### config.mk
export PLATFORM = sky130hd
export DESIGN_NAME = hid_press_signature_learner
export DESIGN_NICKNAME = d
export VERILOG_FILES = /design/src/design/hpsl_pkg.sv /design/src/design/hpsl_match.sv /design/src/design/hpsl_link_store.sv /design/src/design/hid_press_signature_learner.sv
export SDC_FILE = /design/constraint.sdc
export NUM_CORES = 2
export LEC_CHECK = 0
export ABC_AREA = 1
export BUFFER_PORTS_ARGS = -buffer_cell sky130_fd_sc_hd__buf_2
export CORE_ASPECT_RATIO = 1.75
export CORE_MARGIN = 1.5
export CORE_UTILIZATION = 30
export DETAILED_ROUTE_END_ITERATION = 8
export PLACE_DENSITY = 0.44
export REMOVE_ABC_BUFFERS = 1
export SYNTH_ARGS = -nofsm -noshare
export SYNTH_HDL_FRONTEND = slang
export SYNTH_HIERARCHICAL = 1
export SYNTH_SLANG_ARGS = --single-unit
### constraint.sdc
create_clock -name clk -period 6.7 [get_ports clk]
set_clock_uncertainty 0.15 [all_clocks]
set_input_delay 2.01 -clock clk [delete_from_list [all_inputs] [get_ports clk]]
set_output_delay 2.01 -clock clk [all_outputs]
set_load 0.005 [all_outputs]
### src/design/hpsl_pkg.sv
package hpsl_pkg;

    localparam int REMOTE_SLOTS       = 4;
    localparam int REPORTS_PER_REMOTE = 8;
    localparam int SIGNATURE_SLOTS    = 8;
    localparam int REPORT_BYTES       = 16;

    localparam int LINK_COUNT = REMOTE_SLOTS * REPORTS_PER_REMOTE;
    localparam int LINK_W     = (LINK_COUNT > 1) ? $clog2(LINK_COUNT) : 1;
    localparam int SIG_W      = (SIGNATURE_SLOTS > 1) ? $clog2(SIGNATURE_SLOTS) : 1;

    localparam logic [23:0] COOLDOWN_RESET = 24'(300 * 1000);
    localparam logic [31:0] DEVICE_MASK    = 32'hFF00_0000;

    typedef enum logic [1:0] {
        KIND_REPORT = 2'd0,
        KIND_DROP   = 2'd1,
        KIND_FORGET = 2'd2
    } kind_t;

    typedef struct packed {
        logic [3:0] offset;
        logic [7:0] value;
    } press_t;

    typedef struct packed {
        logic              rd_en;
        logic              wr_en;
        logic [LINK_W-1:0] addr;
        press_t            wr_data;
        logic              clr_all;
        logic              clr_dev;
        logic [2:0]        dev;
    } link_cmd_t;

    typedef struct packed {
        logic hit_a;
        logic hit_b;
    } match_t;

    function automatic logic [31:0] make_key(
        input logic [2:0] dev,
        input logic [2:0] rep,
        input press_t     press
    );
        logic [31:0] key;
        key = {5'b0, dev, 5'b0, rep, 4'b0, press.offset, press.value};
        return key;
    endfunction

endpackage

### src/design/hpsl_match.sv
module hpsl_match (
    input  logic [31:0]     entry,
    input  logic [31:0]     key_a,
    input  logic [31:0]     mask_a,
    input  logic [31:0]     key_b,
    output hpsl_pkg::match_t hit
);

    always_comb
    begin
        hit.hit_a = (((entry ^ key_a) & mask_a) == 32'd0);
        hit.hit_b = (entry == key_b);
    end

endmodule

### src/design/hpsl_link_store.sv
module hpsl_link_store (
    input  logic                 clk,
    input  logic                 rst_n,
    input  hpsl_pkg::link_cmd_t  cmd,
    output hpsl_pkg::press_t     rd_press
);

    hpsl_pkg::press_t                    link_mem [hpsl_pkg::LINK_COUNT];
    hpsl_pkg::press_t                    rd_data_reg;
    logic                                rd_valid_reg;
    logic [hpsl_pkg::LINK_COUNT-1:0]     valid_reg;
    logic [hpsl_pkg::LINK_COUNT-1:0]     valid_next;

    always_ff @(posedge clk)
    begin
        if (cmd.wr_en)
        begin
            link_mem[cmd.addr] <= cmd.wr_data;
        end
        if (cmd.rd_en)
        begin
            rd_data_reg <= link_mem[cmd.addr];
        end
    end

    always_comb
    begin
        valid_next = valid_reg;
        if (cmd.wr_en)
        begin
            valid_next[cmd.addr] = 1'b1;
        end
        for (int k = 0; k < hpsl_pkg::LINK_COUNT; k++)
        begin
            if (cmd.clr_all ||
                (cmd.clr_dev && (k / hpsl_pkg::REPORTS_PER_REMOTE) == int'(cmd.dev)))
            begin
                valid_next[k] = 1'b0;
            end
        end
    end

    always_ff @(posedge clk or negedge rst_n)
    begin
        if (!rst_n)
        begin
            valid_reg    <= '0;
            rd_valid_reg <= 1'b0;
        end
        else
        begin
            valid_reg <= valid_next;
            if (cmd.rd_en)
            begin
                rd_valid_reg <= valid_reg[cmd.addr];
            end
        end
    end

    assign rd_press = rd_valid_reg ? rd_data_reg : '0;

endmodule

### src/design/hid_press_signature_learner.sv
// A report or disconnect request passes one link-store read, one table scan step per
// signature slot and one update; forget, unknown kinds and out-of-range requests skip
// the scan. A new request is taken only once the last result is registered, which waits
// while a held output has not yet been taken by m_tready.
// Reset (async, active low) clears held mask, button count, active links and press
// times and loads cooldown 300000; learned signature entries stay undefined.
module hid_press_signature_learner (
    input  logic         clk,
    input  logic         rst_n,
    input  logic         s_tvalid,
    output logic         s_tready,
    // device[2:0], report[5:3], data_low[69:6], data_high[133:70], length[138:134],
    // time_us[186:139], zero[191:187]
    input  logic [191:0] s_tdata,
    // kind[1:0]
    input  logic [1:0]   s_tuser,
    output logic         m_tvalid,
    input  logic         m_tready,
    // fire[0], button[3:1], learned[4], learned_key[36:5], table_full[37],
    // held_map[45:38], learned_total[49:46], zero[55:50]
    output logic [55:0]  m_tdata,
    input  logic         cfg_valid,
    output logic         cfg_ready,
    input  logic [23:0]  cfg_data
);

    typedef enum logic [1:0] {
        ST_IDLE,
        ST_LOAD,
        ST_SCAN,
        ST_UPDATE
    } state_t;

    state_t state_reg;
    state_t state_next;

    logic [1:0]   kind_reg;
    logic [2:0]   dev_reg;
    logic [2:0]   rep_reg;
    logic [127:0] bytes_reg;
    logic [4:0]   len_reg;
    logic [47:0]  now_reg;

    hpsl_pkg::press_t new_press;
    hpsl_pkg::press_t new_press_reg;
    hpsl_pkg::press_t rd_press;

    logic [31:0]  sig_table [hpsl_pkg::SIGNATURE_SLOTS];
    logic [47:0]  last_time_reg [hpsl_pkg::SIGNATURE_SLOTS];
    logic [3:0]   count_reg;
    logic [3:0]   count_next;
    logic [7:0]   held_reg;
    logic [7:0]   held_next;
    logic [23:0]  cooldown_reg;

    logic [hpsl_pkg::SIG_W-1:0] idx_reg;
    logic                       rel_found_reg;
    logic [hpsl_pkg::SIG_W-1:0] rel_idx_reg;
    logic                       btn_found_reg;
    logic [hpsl_pkg::SIG_W-1:0] btn_idx_reg;
    logic [7:0]                 drop_mask_reg;

    logic         fire_reg;
    logic [2:0]   button_reg;
    logic         learned_reg;
    logic [31:0]  lkey_reg;
    logic         full_reg;
    logic         out_valid_reg;

    logic         fire_next;
    logic [2:0]   button_next;
    logic         learned_next;
    logic [31:0]  lkey_next;
    logic         full_next;
    logic         stamp;
    logic [hpsl_pkg::SIG_W-1:0] btn;

    logic         in_accept;
    logic         dev_ok;
    logic         in_range;
    logic         report_kind;
    logic         go;
    logic         live;
    logic [4:0]   len_eff;
    logic [hpsl_pkg::LINK_W-1:0] slot;
    logic [31:0]  old_key;
    logic [31:0]  new_key;
    logic [31:0]  key_a;
    logic [31:0]  mask_a;
    logic [48:0]  diff;
    logic [7:0]   held_cleared;
    logic [7:0]   bit_sel;

    hpsl_pkg::link_cmd_t link_cmd;
    hpsl_pkg::match_t    hit;

    assign s_tready  = (state_reg == ST_IDLE);
    assign in_accept = s_tvalid && s_tready;
    assign cfg_ready = 1'b1;
    assign m_tvalid  = out_valid_reg;
    assign m_tdata   = {6'b0, count_reg, held_reg, full_reg, lkey_reg, learned_reg,
                        button_reg, fire_reg};

    assign dev_ok      = ({1'b0, dev_reg} < 4'(hpsl_pkg::REMOTE_SLOTS));
    assign in_range    = dev_ok && ({1'b0, rep_reg} < 4'(hpsl_pkg::REPORTS_PER_REMOTE));
    assign report_kind = (kind_reg == hpsl_pkg::KIND_REPORT);
    assign slot      = hpsl_pkg::LINK_W'(int'(dev_reg) * hpsl_pkg::REPORTS_PER_REMOTE
                                         + int'(rep_reg));
    assign go        = !out_valid_reg || m_tready;
    assign live      = (4'(idx_reg) < count_reg);
    assign old_key   = hpsl_pkg::make_key(dev_reg, rep_reg, rd_press);
    assign new_key   = hpsl_pkg::make_key(dev_reg, rep_reg, new_press_reg);
    assign key_a     = report_kind ? old_key : {5'b0, dev_reg, 24'b0};
    assign mask_a    = report_kind ? 32'hFFFF_FFFF : hpsl_pkg::DEVICE_MASK;

    always_comb
    begin
        len_eff   = (len_reg > 5'(hpsl_pkg::REPORT_BYTES)) ? 5'(hpsl_pkg::REPORT_BYTES)
                                                           : len_reg;
        new_press = '0;
        for (int i = hpsl_pkg::REPORT_BYTES - 1; i >= 0; i--)
        begin
            if (5'(i) < len_eff && bytes_reg[8*i +: 8] != 8'd0)
            begin
                new_press.offset = 4'(i);
                new_press.value  = bytes_reg[8*i +: 8];
            end
        end
    end

    hpsl_match u_match (
        .entry  (sig_table[idx_reg]),
        .key_a  (key_a),
        .mask_a (mask_a),
        .key_b  (new_key),
        .hit    (hit)
    );

    hpsl_link_store u_link (
        .clk      (clk),
        .rst_n    (rst_n),
        .cmd      (link_cmd),
        .rd_press (rd_press)
    );

    always_comb
    begin
        held_next    = held_reg;
        count_next   = count_reg;
        fire_next    = 1'b0;
        button_next  = 3'd0;
        learned_next = 1'b0;
        lkey_next    = 32'd0;
        full_next    = 1'b0;
        stamp        = 1'b0;
        btn          = btn_idx_reg;
        held_cleared = held_reg;
        bit_sel      = 8'd0;
        diff         = 49'd0;

        link_cmd         = '0;
        link_cmd.addr    = slot;
        link_cmd.wr_data = new_press_reg;
        link_cmd.dev     = dev_reg;
        link_cmd.rd_en   = (state_reg == ST_LOAD);

        case (kind_reg)
            hpsl_pkg::KIND_REPORT:
            begin
                if (in_range && new_press_reg != rd_press)
                begin
                    link_cmd.wr_en = 1'b1;
                    if (rel_found_reg && rd_press.value != 8'd0)
                    begin
                        held_cleared = held_reg & ~(8'd1 << rel_idx_reg);
                    end
                    held_next = held_cleared;
                    if (new_press_reg.value != 8'd0)
                    begin
                        if (!btn_found_reg)
                        begin
                            if (count_reg < 4'(hpsl_pkg::SIGNATURE_SLOTS))
                            begin
                                btn          = count_reg[hpsl_pkg::SIG_W-1:0];
                                learned_next = 1'b1;
                                lkey_next    = new_key;
                                count_next   = count_reg + 4'd1;
                            end
                            else
                            begin
                                full_next = 1'b1;
                            end
                        end
                        if (btn_found_reg || !full_next)
                        begin
                            bit_sel     = 8'd1 << btn;
                            button_next = 3'(btn);
                            diff        = {1'b0, now_reg} - {1'b0, last_time_reg[btn]};
                            if ((held_cleared & bit_sel) == 8'd0 && !diff[48] &&
                                diff[47:0] > {24'd0, cooldown_reg})
                            begin
                                fire_next = 1'b1;
                                stamp     = 1'b1;
                            end
                            held_next = held_cleared | bit_sel;
                        end
                    end
                end
            end
            hpsl_pkg::KIND_DROP:
            begin
                if (dev_ok)
                begin
                    held_next        = held_reg & ~drop_mask_reg;
                    link_cmd.clr_dev = 1'b1;
                end
            end
            hpsl_pkg::KIND_FORGET:
            begin
                held_next        = 8'd0;
                count_next       = 4'd0;
                link_cmd.clr_all = 1'b1;
            end
            default:
            begin
                held_next = held_reg;
            end
        endcase

        if (!(state_reg == ST_UPDATE && go))
        begin
            link_cmd.wr_en   = 1'b0;
            link_cmd.clr_dev = 1'b0;
            link_cmd.clr_all = 1'b0;
        end
    end

    always_comb
    begin
        state_next = state_reg;
        case (state_reg)
            ST_IDLE:
            begin
                if (in_accept)
                begin
                    state_next = ST_LOAD;
                end
            end
            ST_LOAD:
            begin
                if ((report_kind && in_range) ||
                    (kind_reg == hpsl_pkg::KIND_DROP && dev_ok))
                begin
                    state_next = ST_SCAN;
                end
                else
                begin
                    state_next = ST_UPDATE;
                end
            end
            ST_SCAN:
            begin
                if (idx_reg == hpsl_pkg::SIG_W'(hpsl_pkg::SIGNATURE_SLOTS - 1))
                begin
                    state_next = ST_UPDATE;
                end
            end
            ST_UPDATE:
            begin
                if (go)
                begin
                    state_next = ST_IDLE;
                end
            end
            default:
            begin
                state_next = ST_IDLE;
            end
        endcase
    end

    always_ff @(posedge clk or negedge rst_n)
    begin
        if (!rst_n)
        begin
            state_reg     <= ST_IDLE;
            out_valid_reg <= 1'b0;
            fire_reg      <= 1'b0;
            button_reg    <= 3'd0;
            learned_reg   <= 1'b0;
            lkey_reg      <= 32'd0;
            full_reg      <= 1'b0;
            held_reg      <= 8'd0;
            count_reg     <= 4'd0;
            cooldown_reg  <= hpsl_pkg::COOLDOWN_RESET;
            idx_reg       <= '0;
            rel_found_reg <= 1'b0;
            btn_found_reg <= 1'b0;
            for (int k = 0; k < hpsl_pkg::SIGNATURE_SLOTS; k++)
            begin
                last_time_reg[k] <= 48'd0;
            end
        end
        else
        begin
            state_reg <= state_next;
            if (cfg_valid && cfg_ready)
            begin
                cooldown_reg <= cfg_data;
            end
            if (state_reg == ST_UPDATE && go)
            begin
                out_valid_reg <= 1'b1;
            end
            else if (m_tready)
            begin
                out_valid_reg <= 1'b0;
            end
            case (state_reg)
                ST_LOAD:
                begin
                    idx_reg       <= '0;
                    rel_found_reg <= 1'b0;
                    btn_found_reg <= 1'b0;
                end
                ST_SCAN:
                begin
                    idx_reg <= idx_reg + 1'b1;
                    if (live && hit.hit_a)
                    begin
                        rel_found_reg <= 1'b1;
                    end
                    if (live && hit.hit_b)
                    begin
                        btn_found_reg <= 1'b1;
                    end
                end
                ST_UPDATE:
                begin
                    if (go)
                    begin
                        fire_reg      <= fire_next;
                        button_reg    <= button_next;
                        learned_reg   <= learned_next;
                        lkey_reg      <= lkey_next;
                        full_reg      <= full_next;
                        held_reg      <= held_next;
                        count_reg     <= count_next;
                        if (stamp)
                        begin
                            last_time_reg[btn] <= now_reg;
                        end
                    end
                end
                default:
                begin
                    idx_reg <= idx_reg;
                end
            endcase
        end
    end

    always_ff @(posedge clk)
    begin
        if (in_accept)
        begin
            kind_reg  <= s_tuser;
            dev_reg   <= s_tdata[2:0];
            rep_reg   <= s_tdata[5:3];
            bytes_reg <= s_tdata[133:6];
            len_reg   <= s_tdata[138:134];
            now_reg   <= s_tdata[186:139];
        end
        if (state_reg == ST_LOAD)
        begin
            new_press_reg <= new_press;
            drop_mask_reg <= 8'd0;
        end
        if (state_reg == ST_SCAN)
        begin
            if (live && hit.hit_a)
            begin
                rel_idx_reg            <= idx_reg;
                drop_mask_reg[idx_reg] <= 1'b1;
            end
            if (live && hit.hit_b)
            begin
                btn_idx_reg <= idx_reg;
            end
        end
        if (state_reg == ST_UPDATE && go && learned_next)
        begin
            sig_table[btn] <= new_key;
        end
    end

endmodule

==> reports/summary.txt <==
status: completed
die extent in x: 335 µm
Initial Utilization: 30.1%
initial antenna violation count: 20
total grt overflow: 0
GRT Util Overall: 21.1%
Post-Synthesis Cells: 5996
Nets: 6674
Reg clk slew, reported paths: 0.07 ns
Clk Latency, worst-skew pair: 0.77 ns
die height: 584 µm
multi-input gate area in the final layout: 0.0205 mm²
Final setup violation count: 0
critical path's slowest cell: dfrtp_1
Tightest Pin Transition: 1.13 ns
Synth cell types: 63
Synth area leader: edfxtp_1
PortBufs: 255
Slew Limit Fails: 0
sequential share of the synthesized area: 60.0%
Setup CP Type: reg -> reg
CP startpoint kind: flop
Final min period: 6.37 ns
final WL: 210000 µm
Clock Sinks: 1240
critical path fanouts, max: 36
CP most frequent cell: nand2_1
Finished Cell Area: 0.0676 mm²
row cnt: 213
FF-to-FF path depth: 39
power density cells: 362 mW/mm²
max frequency: 157 MHz
CP Data Required Time: 7.18 ns
via count: 45331
Syn Area/Cell: 9.65 µm²
hold_buf cts: 0
global-route wire length before repair: 307000 µm
CTS tree: done
TritonCTS Buffers: 121
largest cells by area after synthesis: edfxtp_1, dfrtp_1, nand2_1
drt drc: 0
fillers: 19571
DR WL/cell: 23.5 µm
worst r2r src: btn_found_reg
top cells by count, synth: nand2_1, edfxtp_1, nor2_1
post-synthesis register bit count: 1240
Max Cap Viol: 0
vias in the first global route: 45930
Post-synth EDFFs: 747
Data arrival, critical path: 6.85 ns
worst hold path class: reg -> reg
Critical Path End Type: flop
Placer Congestion: 0.940
DR pass1 iterations: 7
Layout area overhead: 16.9%
Yosys warning count: 6
vias per cell: 5.06
H-tree depth: 3
most instantiated library cell after synthesis: nand2_1
worst-case clock buffer depth: 3
endpoints failing hold: 0
post-synth top area share: 38.8%
final core utilization: 35.2%
period utilisation layout: 95.0%
HPWL Detailed: 139000 µm
Syn Std Cell Area: 0.0579 mm²
FF-to-FF setup slack: 0.33 ns
# IOs: 282
Hold Path Sink: drop_mask_reg[2]
Total Die Area: 0.196 mm²
share of cells above drive strength 1: 12.7%
Antenna Nets Post-Route: 0
Core ar.: 0.192 mm²
FFs w/ async S/R, synth: 39.1%
min-delay src: drop_mask_reg[2]
Tot Pwr: 0.0245 W
FF-to-FF End: last_time_reg[293]
slew margin rel.: 23.7%
top_reg_cell synth: edfxtp_1
Starting DRT DRC Count: 3401
slowest stage delay, CP: 0.44 ns
P_leak: 29.2 nW
peak supply drop: 0.000291 V
Reg area: 0.0347 mm²
setup_tns: 0 ns
Placed Area: 0.0633 mm²
pin count of the biggest net entering global routing: 132
root buffer cell: clkbuf_16
hold path cells: 2
-- area by class of cell --
cell class,instances,share of cell area [%]
antenna,14,0.0518
multi-input combinational,4137,30.3
clock buffer,149,4.81
timing repair buffer,514,5.60
sequential,1240,51.4
inverter,351,1.98
clock inverter,79,1.28
tap,2472,4.57
-- layout by cell type (no fill, tap or decap), types with 8 or more instances in the layout --
| master | instances |
|---|---|
| a21oi_1 | 104 |
| a22oi_1 | 284 |
| a31oi_1 | 23 |
| a32o_1 | 9 |
| buf_12 | 41 |
| buf_2 | 254 |
| buf_4 | 214 |
| bufinv_16 | 14 |
| clkbuf_1 | 17 |
| clkbuf_16 | 124 |
| clkbuf_8 | 10 |
| clkinv_1 | 24 |
| clkinv_2 | 27 |
| clkinvlp_4 | 12 |
| conb_1 | 113 |
| dfrtp_1 | 476 |
| dfstp_2 | 8 |
| dfxtp_1 | 8 |
| diode_2 | 14 |
| edfxtp_1 | 747 |
| ha_1 | 82 |
| inv_1 | 320 |
| inv_2 | 18 |
| nand2_1 | 1842 |
| nand3_1 | 144 |
| nand3_2 | 8 |
| nand4_1 | 450 |
| nor2_1 | 520 |
| nor2_4 | 17 |
| nor3_1 | 15 |
| nor3_2 | 16 |
| nor4_1 | 28 |
| o2111ai_1 | 20 |
| o21ai_0 | 279 |
| o21ai_1 | 13 |
| o21bai_1 | 9 |
| o22ai_1 | 14 |
| or2_2 | 10 |
| xnor2_1 | 18 |
| xor2_1 | 51 |
-- where the power goes --
part / internal [W] / switching, W
clock: 0.00401 / 0.00320
sequential: 0.00891 / 0.000512
combinational: 0.00241 / 0.00547
-- critical path, delay by kind of cell (launching register included) --
kind / cells / cell delay [ns]
flip-flops: 1 / 0.44
buffers and inverters: 7 / 1.20
AO/OA/AOI/OAI: 6 / 1.12
adder cells (fa/ha/maj): 3 / 0.93
AND/OR/NAND/NOR: 22 / 2.19
XOR/XNOR: 1 / 0.15
-- worst max path at each step --
stage               slack, ns                  to           from
floorplan               -7.69    last_time_reg[0]   count_reg[3]
global placement        -0.15  last_time_reg[176]  btn_found_reg
detailed placement      -0.28  last_time_reg[188]  btn_found_reg
CTS                      0.02  last_time_reg[286]  btn_found_reg
global route           -0.005  last_time_reg[294]  btn_found_reg
finish                   0.33  last_time_reg[293]  btn_found_reg
-- kinds of logic after synthesis --
kind of cell,Yosys count,share of synthesized area [%]
other cells,2,0.0130
simple gates,3075,22.7
xor+xnor,69,1.04
compound gates,792,8.59
fa+ha+maj,86,1.87
buf+inv,730,5.64
mux,2,0.0368
flops,1240,60.0
-- per-stage QoR --
stage / setup WS [ns] / hold WS (ns) / instances
6_report: 0.333 / 0.315 / 8956
5_1_grt: -0.00496 / 0.336 / 8950
4_1_cts: 0.0240 / 0.317 / 8938
3_5_place_dp: -0.284 / 0.300 / 8710
3_3_place_gp: -0.151 / 0.289 / 8710
2_1_floorplan: -7.69 / 0.273 / 5728
-- metal layers --
metal / share of wire (%) / track usage, % / up-vias
met5: 0 / 0 / -
met2: 53 / 39.2 / 1306
met3: 4.1 / 2.24 / 367
met1: 39 / 24.5 / 22332
li1: - / - / 21326
met4: 4.3 / 8.48 / 0
-- what timing repair did --
| action | CTS | global route |
|---|---|---|
| setup buffers | 0 | 1 |
| setup endpoints to repair | 369 | 385 |
| gates cloned | 0 | 3 |
| resized for setup | 6 | 22 |
Power figures use the tool's default switching activity.
